<file path="src/rtl/voice_turn_endpoint_barge_fsm_unit_macros.svh">
// Assertion macros for the voice turn controller.
// Included by the RTL files that carry assertions; no other dependencies.
`ifndef VOICE_TURN_ENDPOINT_BARGE_FSM_UNIT_MACROS_SVH
`define VOICE_TURN_ENDPOINT_BARGE_FSM_UNIT_MACROS_SVH

`ifndef SYNTHESIS
// same-cycle implication
`define VTEB_ASSERT_NOW(lbl, clk, rst, ante, cons) \
  lbl: assert property (@(posedge clk) disable iff (rst) (ante) |-> (cons)) \
    else $error("assertion failed");
// next-cycle implication
`define VTEB_ASSERT_NXT(lbl, clk, rst, ante, cons) \
  lbl: assert property (@(posedge clk) disable iff (rst) (ante) |=> (cons)) \
    else $error("assertion failed");
`else
`define VTEB_ASSERT_NOW(lbl, clk, rst, ante, cons)
`define VTEB_ASSERT_NXT(lbl, clk, rst, ante, cons)
`endif

`endif

</file>
<file path="src/rtl/vteb_pkg.sv">
// Shared types and codes for the voice turn controller.
// No dependencies.
package vteb_pkg;

  localparam int FRAME_MS_DEF = 20;

  localparam int CMD_W   = 3;
  localparam int LEVEL_W = 15;
  localparam int MODE_W  = 2;
  localparam int EVENT_W = 3;
  localparam int CFG_IDX_W  = 3;
  localparam int CFG_DATA_W = 16;

  localparam logic [CMD_W-1:0] CMD_FRAME        = 3'd0;
  localparam logic [CMD_W-1:0] CMD_START        = 3'd1;
  localparam logic [CMD_W-1:0] CMD_TTS_BEGIN    = 3'd2;
  localparam logic [CMD_W-1:0] CMD_TTS_DRAINED  = 3'd3;
  localparam logic [CMD_W-1:0] CMD_STOP         = 3'd4;
  localparam logic [CMD_W-1:0] CMD_SERVER_ERROR = 3'd5;
  localparam logic [CMD_W-1:0] CMD_TEXT_REQUEST = 3'd6;
  localparam logic [CMD_W-1:0] CMD_INTERRUPT    = 3'd7;

  localparam logic [MODE_W-1:0] MODE_IDLE   = 2'd0;
  localparam logic [MODE_W-1:0] MODE_LISTEN = 2'd1;
  localparam logic [MODE_W-1:0] MODE_THINK  = 2'd2;
  localparam logic [MODE_W-1:0] MODE_SPEAK  = 2'd3;

  localparam logic [EVENT_W-1:0] EV_NONE         = 3'd0;
  localparam logic [EVENT_W-1:0] EV_SPEECH_START = 3'd1;
  localparam logic [EVENT_W-1:0] EV_SPEECH_END   = 3'd2;
  localparam logic [EVENT_W-1:0] EV_TIMEOUT      = 3'd3;
  localparam logic [EVENT_W-1:0] EV_BARGE_IN     = 3'd4;

  localparam logic [CFG_IDX_W-1:0] CFG_SILENCE_LIMIT = 3'd0;
  localparam logic [CFG_IDX_W-1:0] CFG_MAX_LISTEN    = 3'd1;
  localparam logic [CFG_IDX_W-1:0] CFG_SPEECH_START  = 3'd2;
  localparam logic [CFG_IDX_W-1:0] CFG_BARGE_FRAMES  = 3'd3;
  localparam logic [CFG_IDX_W-1:0] CFG_BARGE_FACTOR  = 3'd4;
  localparam logic [CFG_IDX_W-1:0] CFG_BARGE_MIN     = 3'd5;

  typedef struct packed {
    logic [CMD_W-1:0]   cmd;
    logic               is_speech;
    logic [LEVEL_W-1:0] frame_level;
    logic [LEVEL_W-1:0] noise_level;
    logic               continuous_mode;
  } item_t;

  typedef struct packed {
    logic [MODE_W-1:0]  mode;
    logic [EVENT_W-1:0] event_res;
    logic               mode_changed;
  } result_t;

  typedef struct packed {
    logic [15:0]        silence_limit_ms;
    logic [15:0]        max_listen_ms;
    logic [7:0]         speech_start_frames;
    logic [7:0]         barge_frames;
    logic [3:0]         barge_factor;
    logic [LEVEL_W-1:0] barge_min_level;
  } cfg_t;

endpackage

</file>
<file path="src/rtl/vteb_ifs.sv">
// Valid/ready channel interfaces for frame items and turn results.
// Depends on vteb_pkg.
interface vteb_in_if;
  logic                          valid;
  logic                          ready;
  logic [vteb_pkg::CMD_W-1:0]    cmd;
  logic                          is_speech;
  logic [vteb_pkg::LEVEL_W-1:0]  frame_level;
  logic [vteb_pkg::LEVEL_W-1:0]  noise_level;
  logic                          continuous_mode;

  modport source (output valid, cmd, is_speech, frame_level, noise_level, continuous_mode,
                  input ready);
  modport sink (input valid, cmd, is_speech, frame_level, noise_level, continuous_mode,
                output ready);
endinterface

interface vteb_out_if;
  logic                          valid;
  logic                          ready;
  logic [vteb_pkg::MODE_W-1:0]   mode;
  logic [vteb_pkg::EVENT_W-1:0]  event_res;
  logic                          mode_changed;

  modport source (output valid, mode, event_res, mode_changed, input ready);
  modport sink (input valid, mode, event_res, mode_changed, output ready);
endinterface

</file>
<file path="src/rtl/vteb_core.sv">
// Turn state registers and per-item next-state logic of the voice turn controller.
// Depends on vteb_pkg and the assertion macro header.
`include "voice_turn_endpoint_barge_fsm_unit_macros.svh"

module vteb_core #(
  parameter int FRAME_MS = vteb_pkg::FRAME_MS_DEF
) (
  input  logic              clk,
  input  logic              rst,
  input  logic              fire,
  input  vteb_pkg::item_t   item,
  input  vteb_pkg::cfg_t    cfg,
  output vteb_pkg::result_t res
);
  import vteb_pkg::*;

  localparam logic [6:0] STEP = 7'(FRAME_MS);

  function automatic logic [15:0] sat_add16(input logic [15:0] a);
    logic [16:0] s;
    s = {1'b0, a} + {10'b0, STEP};
    return s[16] ? 16'hFFFF : s[15:0];
  endfunction

  function automatic logic [7:0] sat_inc8(input logic [7:0] a);
    return (a == 8'hFF) ? a : a + 8'd1;
  endfunction

  logic [MODE_W-1:0] mode, mode_next;
  logic [7:0]  voice_cnt, voice_cnt_next;
  logic [15:0] silence_time, silence_time_next;
  logic [15:0] listen_time, listen_time_next;
  logic [7:0]  loud_run, loud_run_next;
  logic        speech_begun, speech_begun_next;
  logic        in_session, in_session_next;
  logic        continuous, continuous_next;

  logic [EVENT_W-1:0] ev;
  logic        do_round, do_idle, do_barge;
  logic [15:0] limit;
  logic [18:0] prod;
  logic [18:0] thresh;
  logic        round_reset;

  always_comb begin
    mode_next         = mode;
    voice_cnt_next    = voice_cnt;
    silence_time_next = silence_time;
    listen_time_next  = listen_time;
    loud_run_next     = loud_run;
    speech_begun_next = speech_begun;
    in_session_next   = in_session;
    continuous_next   = continuous;
    ev       = EV_NONE;
    do_round = 1'b0;
    do_idle  = 1'b0;
    do_barge = 1'b0;
    limit  = (cfg.silence_limit_ms == 16'd0) ? 16'd800 : cfg.silence_limit_ms;
    prod   = {4'b0, item.noise_level} * {15'b0, cfg.barge_factor};
    thresh = (prod < {4'b0, cfg.barge_min_level}) ? {4'b0, cfg.barge_min_level} : prod;

    case (item.cmd)
      CMD_FRAME: begin
        if (mode == MODE_LISTEN) begin
          listen_time_next = sat_add16(listen_time);
          if (item.is_speech) begin
            voice_cnt_next    = sat_inc8(voice_cnt);
            silence_time_next = 16'd0;
          end else begin
            voice_cnt_next    = 8'd0;
            silence_time_next = sat_add16(silence_time);
          end
          if (!speech_begun && voice_cnt_next >= cfg.speech_start_frames) begin
            speech_begun_next = 1'b1;
            ev = EV_SPEECH_START;
          end
          if (speech_begun_next && silence_time_next >= limit) begin
            ev = EV_SPEECH_END;
            mode_next = MODE_THINK;
          end else if (!speech_begun_next && listen_time_next >= cfg.max_listen_ms &&
                       !continuous) begin
            ev = EV_TIMEOUT;
            do_idle = 1'b1;
          end
        end else if (mode == MODE_SPEAK) begin
          loud_run_next = ({4'b0, item.frame_level} > thresh) ? sat_inc8(loud_run) : 8'd0;
          if (loud_run_next >= cfg.barge_frames) begin
            ev = EV_BARGE_IN;
            do_barge = 1'b1;
          end
        end
      end
      CMD_START: begin
        if (mode != MODE_IDLE) begin
          if (item.continuous_mode) continuous_next = 1'b1;
        end else begin
          continuous_next = item.continuous_mode;
          in_session_next = 1'b1;
          do_round = 1'b1;
        end
      end
      CMD_TTS_BEGIN: begin
        loud_run_next = 8'd0;
        mode_next = MODE_SPEAK;
      end
      CMD_TTS_DRAINED: begin
        if (mode == MODE_SPEAK) begin
          if (in_session && continuous) do_round = 1'b1;
          else do_idle = 1'b1;
        end
      end
      CMD_STOP: begin
        continuous_next = 1'b0;
        do_idle = 1'b1;
      end
      CMD_SERVER_ERROR: begin
        if (in_session && continuous) do_round = 1'b1;
        else do_idle = 1'b1;
      end
      CMD_TEXT_REQUEST: begin
        if (mode == MODE_IDLE) mode_next = MODE_THINK;
      end
      default: begin
        if (mode == MODE_SPEAK) begin
          ev = EV_BARGE_IN;
          do_barge = 1'b1;
        end
      end
    endcase

    round_reset = do_round || (do_barge && in_session);
    if (do_barge && !in_session) do_idle = 1'b1;

    if (round_reset) begin
      voice_cnt_next    = 8'd0;
      silence_time_next = 16'd0;
      speech_begun_next = 1'b0;
      listen_time_next  = 16'd0;
      loud_run_next     = 8'd0;
      mode_next         = MODE_LISTEN;
    end
    // barge-in resumes listening with the user already talking
    if (do_barge && in_session) begin
      speech_begun_next = 1'b1;
      voice_cnt_next    = cfg.speech_start_frames;
    end
    if (do_idle) begin
      in_session_next = 1'b0;
      mode_next       = MODE_IDLE;
    end

    res.mode         = mode_next;
    res.event_res    = ev;
    res.mode_changed = (mode_next != mode);
  end

  always_ff @(posedge clk) begin
    if (rst) begin
      mode         <= MODE_IDLE;
      voice_cnt    <= 8'd0;
      silence_time <= 16'd0;
      listen_time  <= 16'd0;
      loud_run     <= 8'd0;
      speech_begun <= 1'b0;
      in_session   <= 1'b0;
      continuous   <= 1'b0;
    end else if (fire) begin
      mode         <= mode_next;
      voice_cnt    <= voice_cnt_next;
      silence_time <= silence_time_next;
      listen_time  <= listen_time_next;
      loud_run     <= loud_run_next;
      speech_begun <= speech_begun_next;
      in_session   <= in_session_next;
      continuous   <= continuous_next;
    end
  end

  `VTEB_ASSERT_NOW(a_barge_dest, clk, rst, fire && res.event_res == EV_BARGE_IN,
                   res.mode == MODE_LISTEN || res.mode == MODE_IDLE)
  `VTEB_ASSERT_NXT(a_end_thinks, clk, rst, fire && res.event_res == EV_SPEECH_END,
                   mode == MODE_THINK && speech_begun)
  `VTEB_ASSERT_NXT(a_hold, clk, rst, !fire,
                   $stable(mode) && $stable(listen_time) && $stable(in_session))

endmodule

</file>
<file path="src/rtl/voice_turn_endpoint_barge_fsm_unit.sv">
// Voice turn controller: one input register, next-state logic, one result register.
// An item is held in the input register, then its result in the result register.
// Throughput: one item per cycle unless results.ready stalls the result register.
// Reset (synchronous): idle mode, all counters and session flags cleared,
// configuration registers back to their defaults, both pipeline stages empty.
// Depends on vteb_pkg, vteb_ifs, vteb_core and the assertion macro header.
`include "voice_turn_endpoint_barge_fsm_unit_macros.svh"

module voice_turn_endpoint_barge_fsm_unit #(
  parameter int FRAME_MS = vteb_pkg::FRAME_MS_DEF
) (
  input  logic                              clk,
  input  logic                              rst,
  input  logic                              cfg_wr_en,
  input  logic [vteb_pkg::CFG_IDX_W-1:0]    cfg_index,
  input  logic [vteb_pkg::CFG_DATA_W-1:0]   cfg_wdata,
  vteb_in_if.sink                           items,
  vteb_out_if.source                        results
);
  import vteb_pkg::*;

  cfg_t    cfg;
  item_t   s1_item;
  logic    s1_valid;
  result_t res;
  result_t out_res;
  logic    out_valid;
  logic    adv;
  logic    fire;

  assign adv         = !out_valid || results.ready;
  assign fire        = s1_valid && adv;
  assign items.ready = !s1_valid || adv;

  always_ff @(posedge clk) begin
    if (rst) begin
      cfg.silence_limit_ms    <= 16'd800;
      cfg.max_listen_ms       <= 16'd15000;
      cfg.speech_start_frames <= 8'd3;
      cfg.barge_frames        <= 8'd12;
      cfg.barge_factor        <= 4'd6;
      cfg.barge_min_level     <= 15'd500;
    end else if (cfg_wr_en) begin
      case (cfg_index)
        CFG_SILENCE_LIMIT: cfg.silence_limit_ms    <= cfg_wdata;
        CFG_MAX_LISTEN:    cfg.max_listen_ms       <= cfg_wdata;
        CFG_SPEECH_START:  cfg.speech_start_frames <= cfg_wdata[7:0];
        CFG_BARGE_FRAMES:  cfg.barge_frames        <= cfg_wdata[7:0];
        CFG_BARGE_FACTOR:  cfg.barge_factor        <= cfg_wdata[3:0];
        CFG_BARGE_MIN:     cfg.barge_min_level     <= cfg_wdata[LEVEL_W-1:0];
        default: ;
      endcase
    end
  end

  always_ff @(posedge clk) begin
    if (rst) begin
      s1_valid <= 1'b0;
    end else if (items.ready) begin
      s1_valid <= items.valid;
    end
  end

  always_ff @(posedge clk) begin
    if (items.valid && items.ready) begin
      s1_item.cmd             <= items.cmd;
      s1_item.is_speech       <= items.is_speech;
      s1_item.frame_level     <= items.frame_level;
      s1_item.noise_level     <= items.noise_level;
      s1_item.continuous_mode <= items.continuous_mode;
    end
  end

  vteb_core #(
    .FRAME_MS(FRAME_MS)
  ) u_core (
    .clk  (clk),
    .rst  (rst),
    .fire (fire),
    .item (s1_item),
    .cfg  (cfg),
    .res  (res)
  );

  always_ff @(posedge clk) begin
    if (rst) begin
      out_valid <= 1'b0;
    end else if (adv) begin
      out_valid <= s1_valid;
    end
  end

  always_ff @(posedge clk) begin
    if (fire) begin
      out_res <= res;
    end
  end

  assign results.valid        = out_valid;
  assign results.mode         = out_res.mode;
  assign results.event_res    = out_res.event_res;
  assign results.mode_changed = out_res.mode_changed;

  `VTEB_ASSERT_NOW(a_stall_blocks, clk, rst, s1_valid && out_valid && !results.ready, !items.ready)
  `VTEB_ASSERT_NXT(a_accept_fills, clk, rst, items.valid && items.ready, s1_valid)
  `VTEB_ASSERT_NXT(a_fire_shows, clk, rst, fire, out_valid)

endmodule
</file>
<file path="src/flat_wrapper.sv">
// flat-port wrapper written by rule: the top's interface ports become plain ports
module voice_turn_endpoint_barge_fsm_unit_flat import vteb_pkg::*;
#(
  parameter int FRAME_MS = vteb_pkg::FRAME_MS_DEF
)
  (clk, rst, cfg_wr_en, cfg_index, cfg_wdata, items_valid, items_cmd, items_is_speech, items_frame_level, items_noise_level, items_continuous_mode, items_ready, results_valid, results_mode, results_event_res, results_mode_changed, results_ready);
  vteb_in_if items_i ();
  vteb_out_if results_i ();
  input  logic clk;
  input  logic rst;
  input  logic cfg_wr_en;
  input  logic [vteb_pkg::CFG_IDX_W-1:0] cfg_index;
  input  logic [vteb_pkg::CFG_DATA_W-1:0] cfg_wdata;
  input wire logic [$bits(items_i.valid)-1:0] items_valid;
  input wire logic [$bits(items_i.cmd)-1:0] items_cmd;
  input wire logic [$bits(items_i.is_speech)-1:0] items_is_speech;
  input wire logic [$bits(items_i.frame_level)-1:0] items_frame_level;
  input wire logic [$bits(items_i.noise_level)-1:0] items_noise_level;
  input wire logic [$bits(items_i.continuous_mode)-1:0] items_continuous_mode;
  output wire logic [$bits(items_i.ready)-1:0] items_ready;
  output wire logic [$bits(results_i.valid)-1:0] results_valid;
  output wire logic [$bits(results_i.mode)-1:0] results_mode;
  output wire logic [$bits(results_i.event_res)-1:0] results_event_res;
  output wire logic [$bits(results_i.mode_changed)-1:0] results_mode_changed;
  input wire logic [$bits(results_i.ready)-1:0] results_ready;
  assign items_i.valid = items_valid;
  assign items_i.cmd = items_cmd;
  assign items_i.is_speech = items_is_speech;
  assign items_i.frame_level = items_frame_level;
  assign items_i.noise_level = items_noise_level;
  assign items_i.continuous_mode = items_continuous_mode;
  assign items_ready = items_i.ready;
  assign results_valid = results_i.valid;
  assign results_mode = results_i.mode;
  assign results_event_res = results_i.event_res;
  assign results_mode_changed = results_i.mode_changed;
  assign results_i.ready = results_ready;
  voice_turn_endpoint_barge_fsm_unit #(.FRAME_MS(FRAME_MS)) u_core (.clk(clk), .rst(rst), .cfg_wr_en(cfg_wr_en), .cfg_index(cfg_index), .cfg_wdata(cfg_wdata), .items(items_i), .results(results_i));
endmodule
</file>
<file path="config.mk">
export PLATFORM = sky130hd
export DESIGN_NAME = voice_turn_endpoint_barge_fsm_unit_flat
export DESIGN_NICKNAME = d
export VERILOG_FILES = /design/src/rtl/vteb_pkg.sv /design/src/rtl/vteb_ifs.sv /design/src/rtl/vteb_core.sv /design/src/rtl/voice_turn_endpoint_barge_fsm_unit.sv /design/src/flat_wrapper.sv
export VERILOG_INCLUDE_DIRS = /design/src /design/src/rtl
export SDC_FILE = /design/constraint.sdc
export NUM_CORES = 1
export LEC_CHECK = 0
export ABC_AREA = 1
export BUFFER_PORTS_ARGS = -buffer_cell sky130_fd_sc_hd__clkbuf_2
export CORE_MARGIN = 10
export CORE_UTILIZATION = 46
export CTS_BUF_LIST = sky130_fd_sc_hd__clkbuf_4
export CTS_CLUSTER_DIAMETER = 60
export DETAILED_ROUTE_END_ITERATION = 10
export GPL_TIMING_DRIVEN = 0
export HOLD_SLACK_MARGIN = 0.02
export PLACE_DENSITY = 0.67
export SETUP_SLACK_MARGIN = 0.1
export SLEW_MARGIN = 20
export SYNTH_ARGS = -nofsm -noshare
export SYNTH_HDL_FRONTEND = slang
export SYNTH_SLANG_ARGS = --single-unit
</file>
<file path="constraint.sdc">
create_clock -name clk -period 10.8 [get_ports clk]
set_clock_uncertainty 0.15 [all_clocks]
set_input_delay 3.24 -clock clk [delete_from_list [all_inputs] [get_ports clk]]
set_output_delay 3.24 -clock clk [all_outputs]
set_load 0.03 [all_outputs]
</file>
# After elaboration in Yosys (flattened, before gate mapping)
# Index checks and enable logic that the tools add are counted.
[classes]
n_addsub = 4
n_mul = 1
magnitude_cmp = 6
n_eq_ne = 20
muxes = 70
reduce_logical = 42
[op_table]
columns = ["cell", "n"]
rows = [
  ["$mux 16", 12],
  ["$mux 8", 13],
  ["$add 16x5->17 const B", 2],
  ["$ge 16x16->1", 2],
  ["$mux 1", 26],
  ["$gt 15x19->1", 1],
  ["$lt 19x15->1", 1],
  ["$mul 15x4->19", 1],
  ["$mux 19", 1],
  ["$mux 3", 6],
  ["$add 8x1->8 const B", 2],
  ["$eq 8x8->1 const B", 2],
  ["$ge 8x8->1", 2],
  ["$logic_not 16->1", 1],
  ["$pmux 8 s2", 1],
  ["$eq 3x3->1 const B", 5],
  ["$eq 3x2->1 const B", 4],
  ["$reduce_and 2->1", 6],
  ["$reduce_and 3->1", 4],
  ["$mux 2", 5],
  ["$reduce_bool 2->1", 5],
  ["$logic_and 1x1->1", 9],
  ["$reduce_bool 3->1", 3],
  ["$eq 3x1->1 const B", 2],
  ["17 further kinds", 27],
]
[word_totals]
regBits = 163
in_bits = 59
out_inout_bits = 8
wordCells = 167

# Logic depth before layout (Yosys ltp)
# Gate-level depths: netlist (run 1).
[logic_depth]
word_depth = 20
depth_mapped = 62
ltp_nobuf = 57

# Cells and area by module
# A second synthesis (run 1) with hierarchy kept.
[unflattened]
hier_cells = 1744
hier_area_um2 = 11873.9
[modules_own_cells]
columns = ["mod", "n_inst", "cells_each", "area_each_um2", "seq_area_each_um2"]
rows = [
  ["vteb_core", 1, 1316, 7902.6, 1061.0],
  ["voice_turn_endpoint_barge_fsm_unit", 1, 428, 3971.3, 2612.5],
]

# Worst setup path after synthesis (run 1)
# OpenSTA, ideal clock, no wires.
[synth_timing]
path_type = "reg-to-reg"
from = "reg, netlist name u_core.cfg[17]"
to = "reg u_core.u_core.loud_run[4]"
setup_time_ps = 117
t_arrival_ps = 7225
required_ps = 10533
path_slack_ps = 3308
path_stages_with_launch = 54
path_buffers = 5
synth_period_minus_slack_ps = 7492
cell_sequence = "dfxtp_1 > clkbuf_1 > clkbuf_1 > nand2_1 > fa_1 > fa_1 > inv_1 > fa_1 > nand3_1 > nand2_1 > nand2_1 > nand2_1 > nand2_1 > nand2_1 > xor2_1 > inv_1 > ha_1 > a21oi_1 > (+18 left out) > nand3_1 > nor2_2 > inv_1 > a31oi_1 > ha_1 > a21o_1 > nor2_1 > nand3_1 > nand2_1 > nand2_1 > nand3_2 > buf_2 > nand3_1 > nand2_1 > inv_1 > buf_4 > o21ai_0 > nor2_1"
[synth_between]
elab_chain_cells = 14
elab_cells_between_ends = 20
classes_between = "mul (1); order compare (3); eq/ne (2); mux (10); reduce/logical (4)"
[synth_rtl]
columns = ["element", "line", "text"]
rows = [
  ["$mul 15x4->19 (*)", "vteb_core.sv:59", "prod = {4'b0, item.noise_level} * {15'b0, cfg.barge_factor};"],
  ["$lt 19x15->1", "vteb_core.sv:60", "thresh = (prod < {4'b0, cfg.barge_min_level}) ? {4'b0, cfg.barge_min_level} : prod;"],
  ["$mux 19 (*)", "vteb_core.sv:60", ""],
  ["$gt 15x19->1 (*)", "vteb_core.sv:86", "loud_run_next = ({4'b0, item.frame_level} > thresh) ? sat_inc8(loud_run) : 8'd0;"],
  ["$mux 8 (*)", "vteb_core.sv:86", ""],
  ["$ge 8x8->1", "vteb_core.sv:87", "if (loud_run_next >= cfg.barge_frames) begin"],
  ["$mux 1", "vteb_core.sv:87", ""],
  ["$mux 1", "vteb_core.sv:85", "end else if (mode == MODE_SPEAK) begin"],
  ["$mux 1", "vteb_core.sv:64", "if (mode == MODE_LISTEN) begin"],
  ["$pmux 1 s2", "vteb_core.sv:62", "case (item.cmd)"],
  ["$logic_and 1x1->1", "vteb_core.sv:131", "round_reset = do_round || (do_barge && in_session);"],
  ["$logic_or 1x1->1", "vteb_core.sv:131", ""],
  ["$ne 3x3->1 (no source line) / $reduce_bool 3->1 (equally long branches)", "-", ""],
  ["$reduce_and 4->1 (no source line)", "-", ""],
  ["end signal: assignment", "vteb_core.sv:172", "loud_run <= loud_run_next;"],
  ["end: declaration", "vteb_core.sv:33", "logic [7:0] loud_run, loud_run_next;"],
]
# Every way passes the cells marked *; elsewhere a longest branch is shown, timed or not. The select of a mux whose other input is x is not followed.
# A chain may end at the register's enable or synchronous reset.

# Worst setup path in the final report (run 1)
[layout_timing]
from = "reg, netlist name u_core.cfg[17]"
to = "reg u_core.u_core.loud_run[5]"
[layout_between]
elab_chain_cells = 14
elab_cells_between_ends = 20
classes_between = "mul (1); order compare (3); eq/ne (2); mux (10); reduce/logical (4)"
[layout_rtl]
columns = ["element", "line"]
rows = [
  ["$mul 15x4->19 (*)", "vteb_core.sv:59"],
  ["$lt 19x15->1", "vteb_core.sv:60"],
  ["$mux 19 (*)", "vteb_core.sv:60"],
  ["$gt 15x19->1 (*)", "vteb_core.sv:86"],
  ["$mux 8 (*)", "vteb_core.sv:86"],
  ["$ge 8x8->1", "vteb_core.sv:87"],
  ["$mux 1", "vteb_core.sv:87"],
  ["$mux 1", "vteb_core.sv:85"],
  ["$mux 1", "vteb_core.sv:64"],
  ["$pmux 1 s2", "vteb_core.sv:62"],
  ["$logic_and 1x1->1", "vteb_core.sv:131"],
  ["$logic_or 1x1->1", "vteb_core.sv:131"],
  ["$ne 3x3->1 (no source line) / $reduce_bool 3->1 (equally long branches)", "-"],
  ["$reduce_and 4->1 (no source line)", "-"],
]
# Marked as above.

==> flow_summary.toml, run 1 <==
[worst_setup_path]
crit_path_start_kind = "flop"
crit_arrival_ps = 9340
slowest_stage = "fa_1"
rr_startpoint = "u_core.cfg[17]$_SDFFE_PP1P_"
cp_slowest_stage_delay_ps = 540
ff2ff_setup_slack_ps = 1800
crit_required_ps = 11140
ff2ff_path_depth = 52
worst_r2r_endpoint = "u_core.u_core.loud_run[5]$_SDFFE_PP0P_"
path_class = "reg -> reg"
crit_path_max_fanout = 10
cpMostUsedCell = "nand2_1"
endpoint_kind = "flop"

[clock_network]
clk_latency_ps = 600
cts_buffers = 17
cts-resized-gates = 0
clkSinkCount = 163
clk_pin_slew_ps = 130
cts.path.max_buffers = 2
cts_setup_buffers = 0
cts_htree_levels = 4
hold_buffers = 0
root_buffer = "clkbuf_4"
tritoncts = "yes"

[final_layout]
final_cells = 2065
syn2layout_area_growth_pct = 8.83
layout-drive-gt1-share_pct = 8.51
fill_cells = 2430
layout_commonest_cell = "nand2_1"
fin_nets = 1916
layout_common_cells = "nand2_1, inv_1, nor2_1"

[detailed_routing]
drc = 0
drt_wl_total_mm = 28.0
initialDrtViolationCount = 703
dr.pass1.iters = 5
vias = 10300
routedWlPerCell_um = 13.6
routed_via_density = 5.01
ant_nets = 0

[sta]
worst_pin_slew_ps = 760
rsz0062_at_grt = "no"
fin_crit_sh_pct = 83.3
setup-tns-final_ps = 0
slew_headroom_pct = 49.3
hold_viol_final = 0
finalSetupViolations = 0
max_freq_mhz = 111
slew_violations = 0
whs_ps = 326
period_needed_ps = 9000

[global_route]
grt_antenna_before_repair = 1
grt_usage_pct = 17.9
first_global_vias = 9578
grt_pass1_wl_mm = 46.1
grt_max_degree = 36
grt-ovfl-total = 0

[placement]
placed_cells = 2032
hpwl_mm = 22.4
gp_congestion = 0.912
io_buffers = 65

[synth]
ys_warn_count = 0
yosysSeqAreaShare_pct = 32.0
avgSynthCellArea_um2 = 6.99
synth_seq_cells = 163
synth_compound_area_share_pct = 12.8
synthXorXnorAreaFrac_pct = 1.98
synth_top_family_by_area = "simple AND/OR/NAND/NOR gates"
ys_types = 45
yosys.area_share.adder_pct = 15.9
synth-simple-area-share_pct = 26.1
syn_nets = 1832
synth.mux.area_fraction_pct = 0
syn_inst = 1643
synthesis.area_um2 = 11500

[worst_hold_path]
holdCritPathClass = "reg -> reg"
min_to = "u_core.cfg[45]$_SDFFE_PP0P_"
hold_start = "u_core.cfg[45]$_SDFFE_PP0P_"
hold_depth = 2

[die]
num_rows = 57
die_x_um = 178
core_region_area_um2 = 24500
dieHeight_um = 178
io_pins = 67
initial_core_util_pct = 47.0
fp.dieArea_um2 = 31700

[power_and_ir_drop]
power_uw = 1530
powerDensity_nw_per_um2 = 122
p_leak_uw = 0.00631
vdd_drop_max_mv = 0.0699

[job]
maxCapViolCount = 0

[outcome]
status = "complete, no violations"
## state kept, by name, summed over array words and instances, names as in the netlist, 3 cells and up
register                    count
u_core.cfg                     67
u_core.results.event_res        3
u_core.s1_item                 35
u_core.u_core.listen_time      16
u_core.u_core.loud_run          8
u_core.u_core.silence_time     16
u_core.u_core.voice_cnt         8
## final cells by class
| type | count | area, um2 | share of cell area [%] |
|---|---|---|---|
| Multi-Input combinational cell | 1155 | 6520 | 52.2 |
| Sequential cell | 163 | 3670 | 29.4 |
| Inverter | 275 | 1030 | 8.25 |
| Tap cell | 324 | 405 | 3.24 |
| Timing Repair Buffer | 65 | 325 | 2.60 |
| Buffer | 50 | 263 | 2.10 |
| Clock inverter | 15 | 154 | 1.23 |
| Clock buffer | 17 | 128 | 1.02 |
| Antenna cell | 1 | 2.50 | 0.0200 |
## cells by family (layout without fill, tap and decap cells)
kind of cell | count (synthesis) | in the layout
adders and majority gates | 130 | 130
DFF | 163 | 163
xor gates and xnor gates | 26 | 26
AOI/OAI and AO/OA | 270 | 270
other | 0 | 1
buffers and inverters | 325 | 422
and+or+nand+nor | 729 | 729
## cells in the mapped netlist (all sizes together)
cell       n  area (um2)
a2111oi    1        8.76
a211oi     3        22.5
a21o       4        30.0
a21oi    135         676
a221oi     1        8.76
a22oi      2        28.8
a311oi     1        8.76
a31oi      6        37.5
and3       1        6.26
buf       20         150
clkbuf    30         113
clkinv     2        7.51
dfxtp    122        2440
edfxtp    41        1230
fa        26         521
ha       104        1300
inv      273        1020
nand2    399        1520
nand3     69         355
nand3b     7        52.6
nand4     11        68.8
nor2     203         767
nor3      21         120
nor3b      1        7.51
nor4       7        43.8
o211ai    16         120
o21a       2        15.0
o21ai     94         470
o21bai     4        30.0
o31ai      1        12.5
or2       10        62.6
xnor2      4        35.0
xor2      22         193
## worst max-delay path by stage
stage	startpoint	to	slack (ps)
2_1_floorplan	u_core.cfg[17]$_SDFFE_PP1P_	u_core.u_core.loud_run[4]$_SDFFE_PP0P_	3310
3_3_place_gp	u_core.cfg[17]$_SDFFE_PP1P_	u_core.u_core.loud_run[6]$_SDFFE_PP0P_	1880
3_5_place_dp	u_core.cfg[17]$_SDFFE_PP1P_	u_core.u_core.loud_run[4]$_SDFFE_PP0P_	1790
4_1_cts	u_core.cfg[17]$_SDFFE_PP1P_	u_core.u_core.loud_run[5]$_SDFFE_PP0P_	1770
5_1_grt	u_core.cfg[17]$_SDFFE_PP1P_	u_core.u_core.loud_run[4]$_SDFFE_PP0P_	920
6_report	u_core.cfg[17]$_SDFFE_PP1P_	u_core.u_core.loud_run[5]$_SDFFE_PP0P_	1800
## critical path: cells and delay by family (launching register included)
kind                       cells  cell delay [ps]
xor gates and xnor gates       1              320
buffers and inverters          9             1690
DFF                            1              330
AOI/OAI and AO/OA              6              880
and+or+nand+nor               30             3080
adders and majority gates      6             2420
## routing by layer
| metal | track usage (%) | part of all wire [%] | vias up | wire, um |
|---|---|---|---|---|
| met2 | 31.4 | 49 | 190 | 13700 |
| li1 | - | - | 5411 | - |
| met3 | 2.28 | 3.6 | 50 | 995 |
| met1 | 21.9 | 45 | 4690 | 12600 |
| met5 | 0 | 0 | - | 0 |
| met4 | 6.84 | 2.5 | 0 | 713 |
## power by group
part,switching [uW],leakage [uW],internal [uW]
sequential,15.0,0.00139,650
combinational,304,0.00476,174
clock,241,0.000163,141
total,561,0.00631,965
## metrics by stage
step | cell area, um2 | setup WS (ps) | util (%)
finish | 12500 | 1800 | 51.1
detailed placement | 12200 | 1790 | 50.0
global placement | 12200 | 1880 | 50.0
floorplan | 11500 | 3310 | -
CTS | 12500 | 1770 | 51.1
global route | 12500 | 924 | 51.1
(Power assumes the default switching activity.)
==> inputs of run 2 (changes only) <==
Settings changed: PLACE_DENSITY 0.67 to 0.69.
Clock period 10.8 ns to 7.5 ns, I/O delays scaled along.
==> flow_summary.toml, run 2 (synthesized netlist as in run 1, its figures left out) <==
[die]
io_pins = 67
core_region_area_um2 = 24500
dieHeight_um = 178
fp.dieArea_um2 = 31700
num_rows = 57
die_x_um = 178
initial_core_util_pct = 47.0

[detailed_routing]
drt_wl_total_mm = 31.3
vias = 10900
drt-met1-wl_mm = 13.4
wl_met3_mm = 1.26
routedWlPerCell_um = 14.7
routed_via_density = 5.12
wl_met2_mm = 15.5
dr.pass1.iters = 8
drc = 0
initialDrtViolationCount = 927
ant_nets = 0
top_layer_used = "met4"

[clock_network]
cts.path.max_buffers = 2
hold_buffers = 0
clk_pin_slew_ps = 160
cts_buffers = 17
root_buffer = "clkbuf_4"
clkSinkCount = 163
tritoncts = "yes"
clk_latency_ps = 590
cts_htree_levels = 4

[final_layout]
layout_commonest_cell = "nand2_1"
fin_nets = 1982
largest_register_ffs = 67
largestRegisters = "u_core.cfg: 67 flops, u_core.s1_item: 35 flops"
fill_cells = 2187
regMostFlops = "u_core.cfg"
syn2layout_area_growth_pct = 22.2
layout-drive-gt1-share_pct = 20.5
layout_common_cells = "nand2_1, inv_1, nor2_1"

[sta]
setup-tns-final_ps = -19750
max_freq_mhz = 126
hold_viol_final = 0
finalSetupViolations = 56
setup_slack_ps = -447
slew_violations = 0
period_needed_ps = 7950
fin_crit_sh_pct = 106
whs_ps = 321
slew_headroom_pct = 58.0
worst_pin_slew_ps = 630
rsz0062_at_grt = "yes"

[power_and_ir_drop]
pwr-share-clk_pct = 20.5
sw_frac_of_total_pct = 38.4
p_int_uw = 1530
vdd_drop_max_mv = 0.128
p_sw_uw = 952
powerDensity_nw_per_um2 = 177
combinationalPowerShare_pct = 40.8
p_leak_uw = 0.00686
seqPwrFrac_pct = 38.7

[worst_hold_path]
hold_start = "u_core.cfg[24]$_SDFFE_PP0P_"
min_to = "u_core.cfg[24]$_SDFFE_PP0P_"
holdCritPathClass = "reg -> reg"
hold_depth = 2

[job]
maxCapViolCount = 0

[worst_setup_path]
critPathLaunch = "u_core.cfg[16]$_SDFFE_PP1P_"
rr_startpoint = "u_core.cfg[16]$_SDFFE_PP1P_"
crit_path_start_kind = "flop"
path_class = "reg -> reg"
crit_required_ps = 7850
ff2ff_path_depth = 58
slowest_stage = "fa_1"
cpMostUsedCell = "nand2_2"
endpoint_kind = "flop"
cp_slowest_stage_delay_ps = 510
worst_r2r_endpoint = "u_core.u_core.silence_time[1]$_SDFFE_PP0P_"
ff2ff_setup_slack_ps = -450
crit_arrival_ps = 8300
crit_path_max_fanout = 10

[global_route]
grt-ovfl-total = 0
grt_max_degree = 32
grt_antenna_before_repair = 1
grt_pass1_wl_mm = 50.1
grt_usage_pct = 19.5
first_global_vias = 10500

[placement]
gp_congestion = 0.940
hpwl_mm = 22.6
io_buffers = 65

[outcome]
violations = "negative setup slack"
status = "finished with violations"
[run 2: worst max path at each step]
stage,to,slack (ps),cells past startpoint
4_1_cts,u_core.u_core.speech_begun$_SDFFE_PP0P_,-170,58
3_3_place_gp,u_core.u_core.silence_time[14]$_SDFFE_PP0P_,-1240,53
2_1_floorplan,u_core.u_core.loud_run[4]$_SDFFE_PP0P_,110,53
6_report,u_core.u_core.silence_time[1]$_SDFFE_PP0P_,-450,58
5_1_grt,u_core.u_core.voice_cnt[0]$_SDFFE_PP0P_,-750,56
3_5_place_dp,u_core.u_core.silence_time[14]$_SDFFE_PP0P_,-1380,56
[run 2: layout make-up]
| class | instances | area [um2] | area share (%) |
|---|---|---|---|
| clock buffers | 17 | 128 | 0.909 |
| multi-input cells | 1155 | 7280 | 51.9 |
| plain buffers | 49 | 408 | 2.91 |
| flip-flops and latches | 163 | 3680 | 26.2 |
| diodes | 1 | 2.50 | 0.0178 |
| inverters | 275 | 1040 | 7.42 |
| repair buffers | 132 | 960 | 6.84 |
| clock inverters | 15 | 130 | 0.927 |
| well taps | 324 | 405 | 2.89 |
[run 2: power groups by stage]
stage / clock network [uW] / registers, uW / logic [uW]
after floorplan: 0 / 976 / 507
after global placement: 0 / 978 / 668
after detailed placement: 0 / 977 / 693
after CTS: 518 / 958 / 875
after global routing: 559 / 965 / 1120
final: 508 / 960 / 1010
[run 2: what timing repair did]
| item | CTS | global route |
|---|---|---|
| buffers inserted | 45 | 17 |
| pin swaps | 30 | 83 |
| gates cloned | 4 | 0 |
| gates resized for setup | 145 | 126 |
| endpoints found under the setup margin | 56 | 56 |
[run 2: worst max-delay path, delay by kind of cell, from the launching register on]
kind                     cells  cell delay [ps]
AO/OA/AOI/OAI                5              860
XOR/XNOR                     1              190
adder cells (fa/ha/maj)      6             2080
buffers and inverters       14             1410
flip-flops                   1              350
AND/OR/NAND/NOR             32             2820
[run 2: per-stage QoR]
stage | instance area [um2] | worst slack, ps | power, uW | instances | utilization [%]
after floorplan | 11500 | 108 | 1480 | 1643 | -
after global placement | 12200 | -1240 | 1650 | 2032 | 50.0
after detailed placement | 12200 | -1380 | 1670 | 2033 | 50.1
after CTS | 13500 | -165 | 2350 | 2114 | 55.1
after global routing | 14000 | -746 | 2640 | 2131 | 57.4
final | 14000 | -447 | 2480 | 2131 | 57.4
[run 2: per-layer routing]
| metal | GRT usage (%) | up-vias |
|---|---|---|
| met4 | 7.88 | 0 |
| li1 | - | 5553 |
| met2 | 34.2 | 277 |
| met3 | 3.49 | 72 |
| met1 | 23.0 | 4999 |
| met5 | 0 | - |
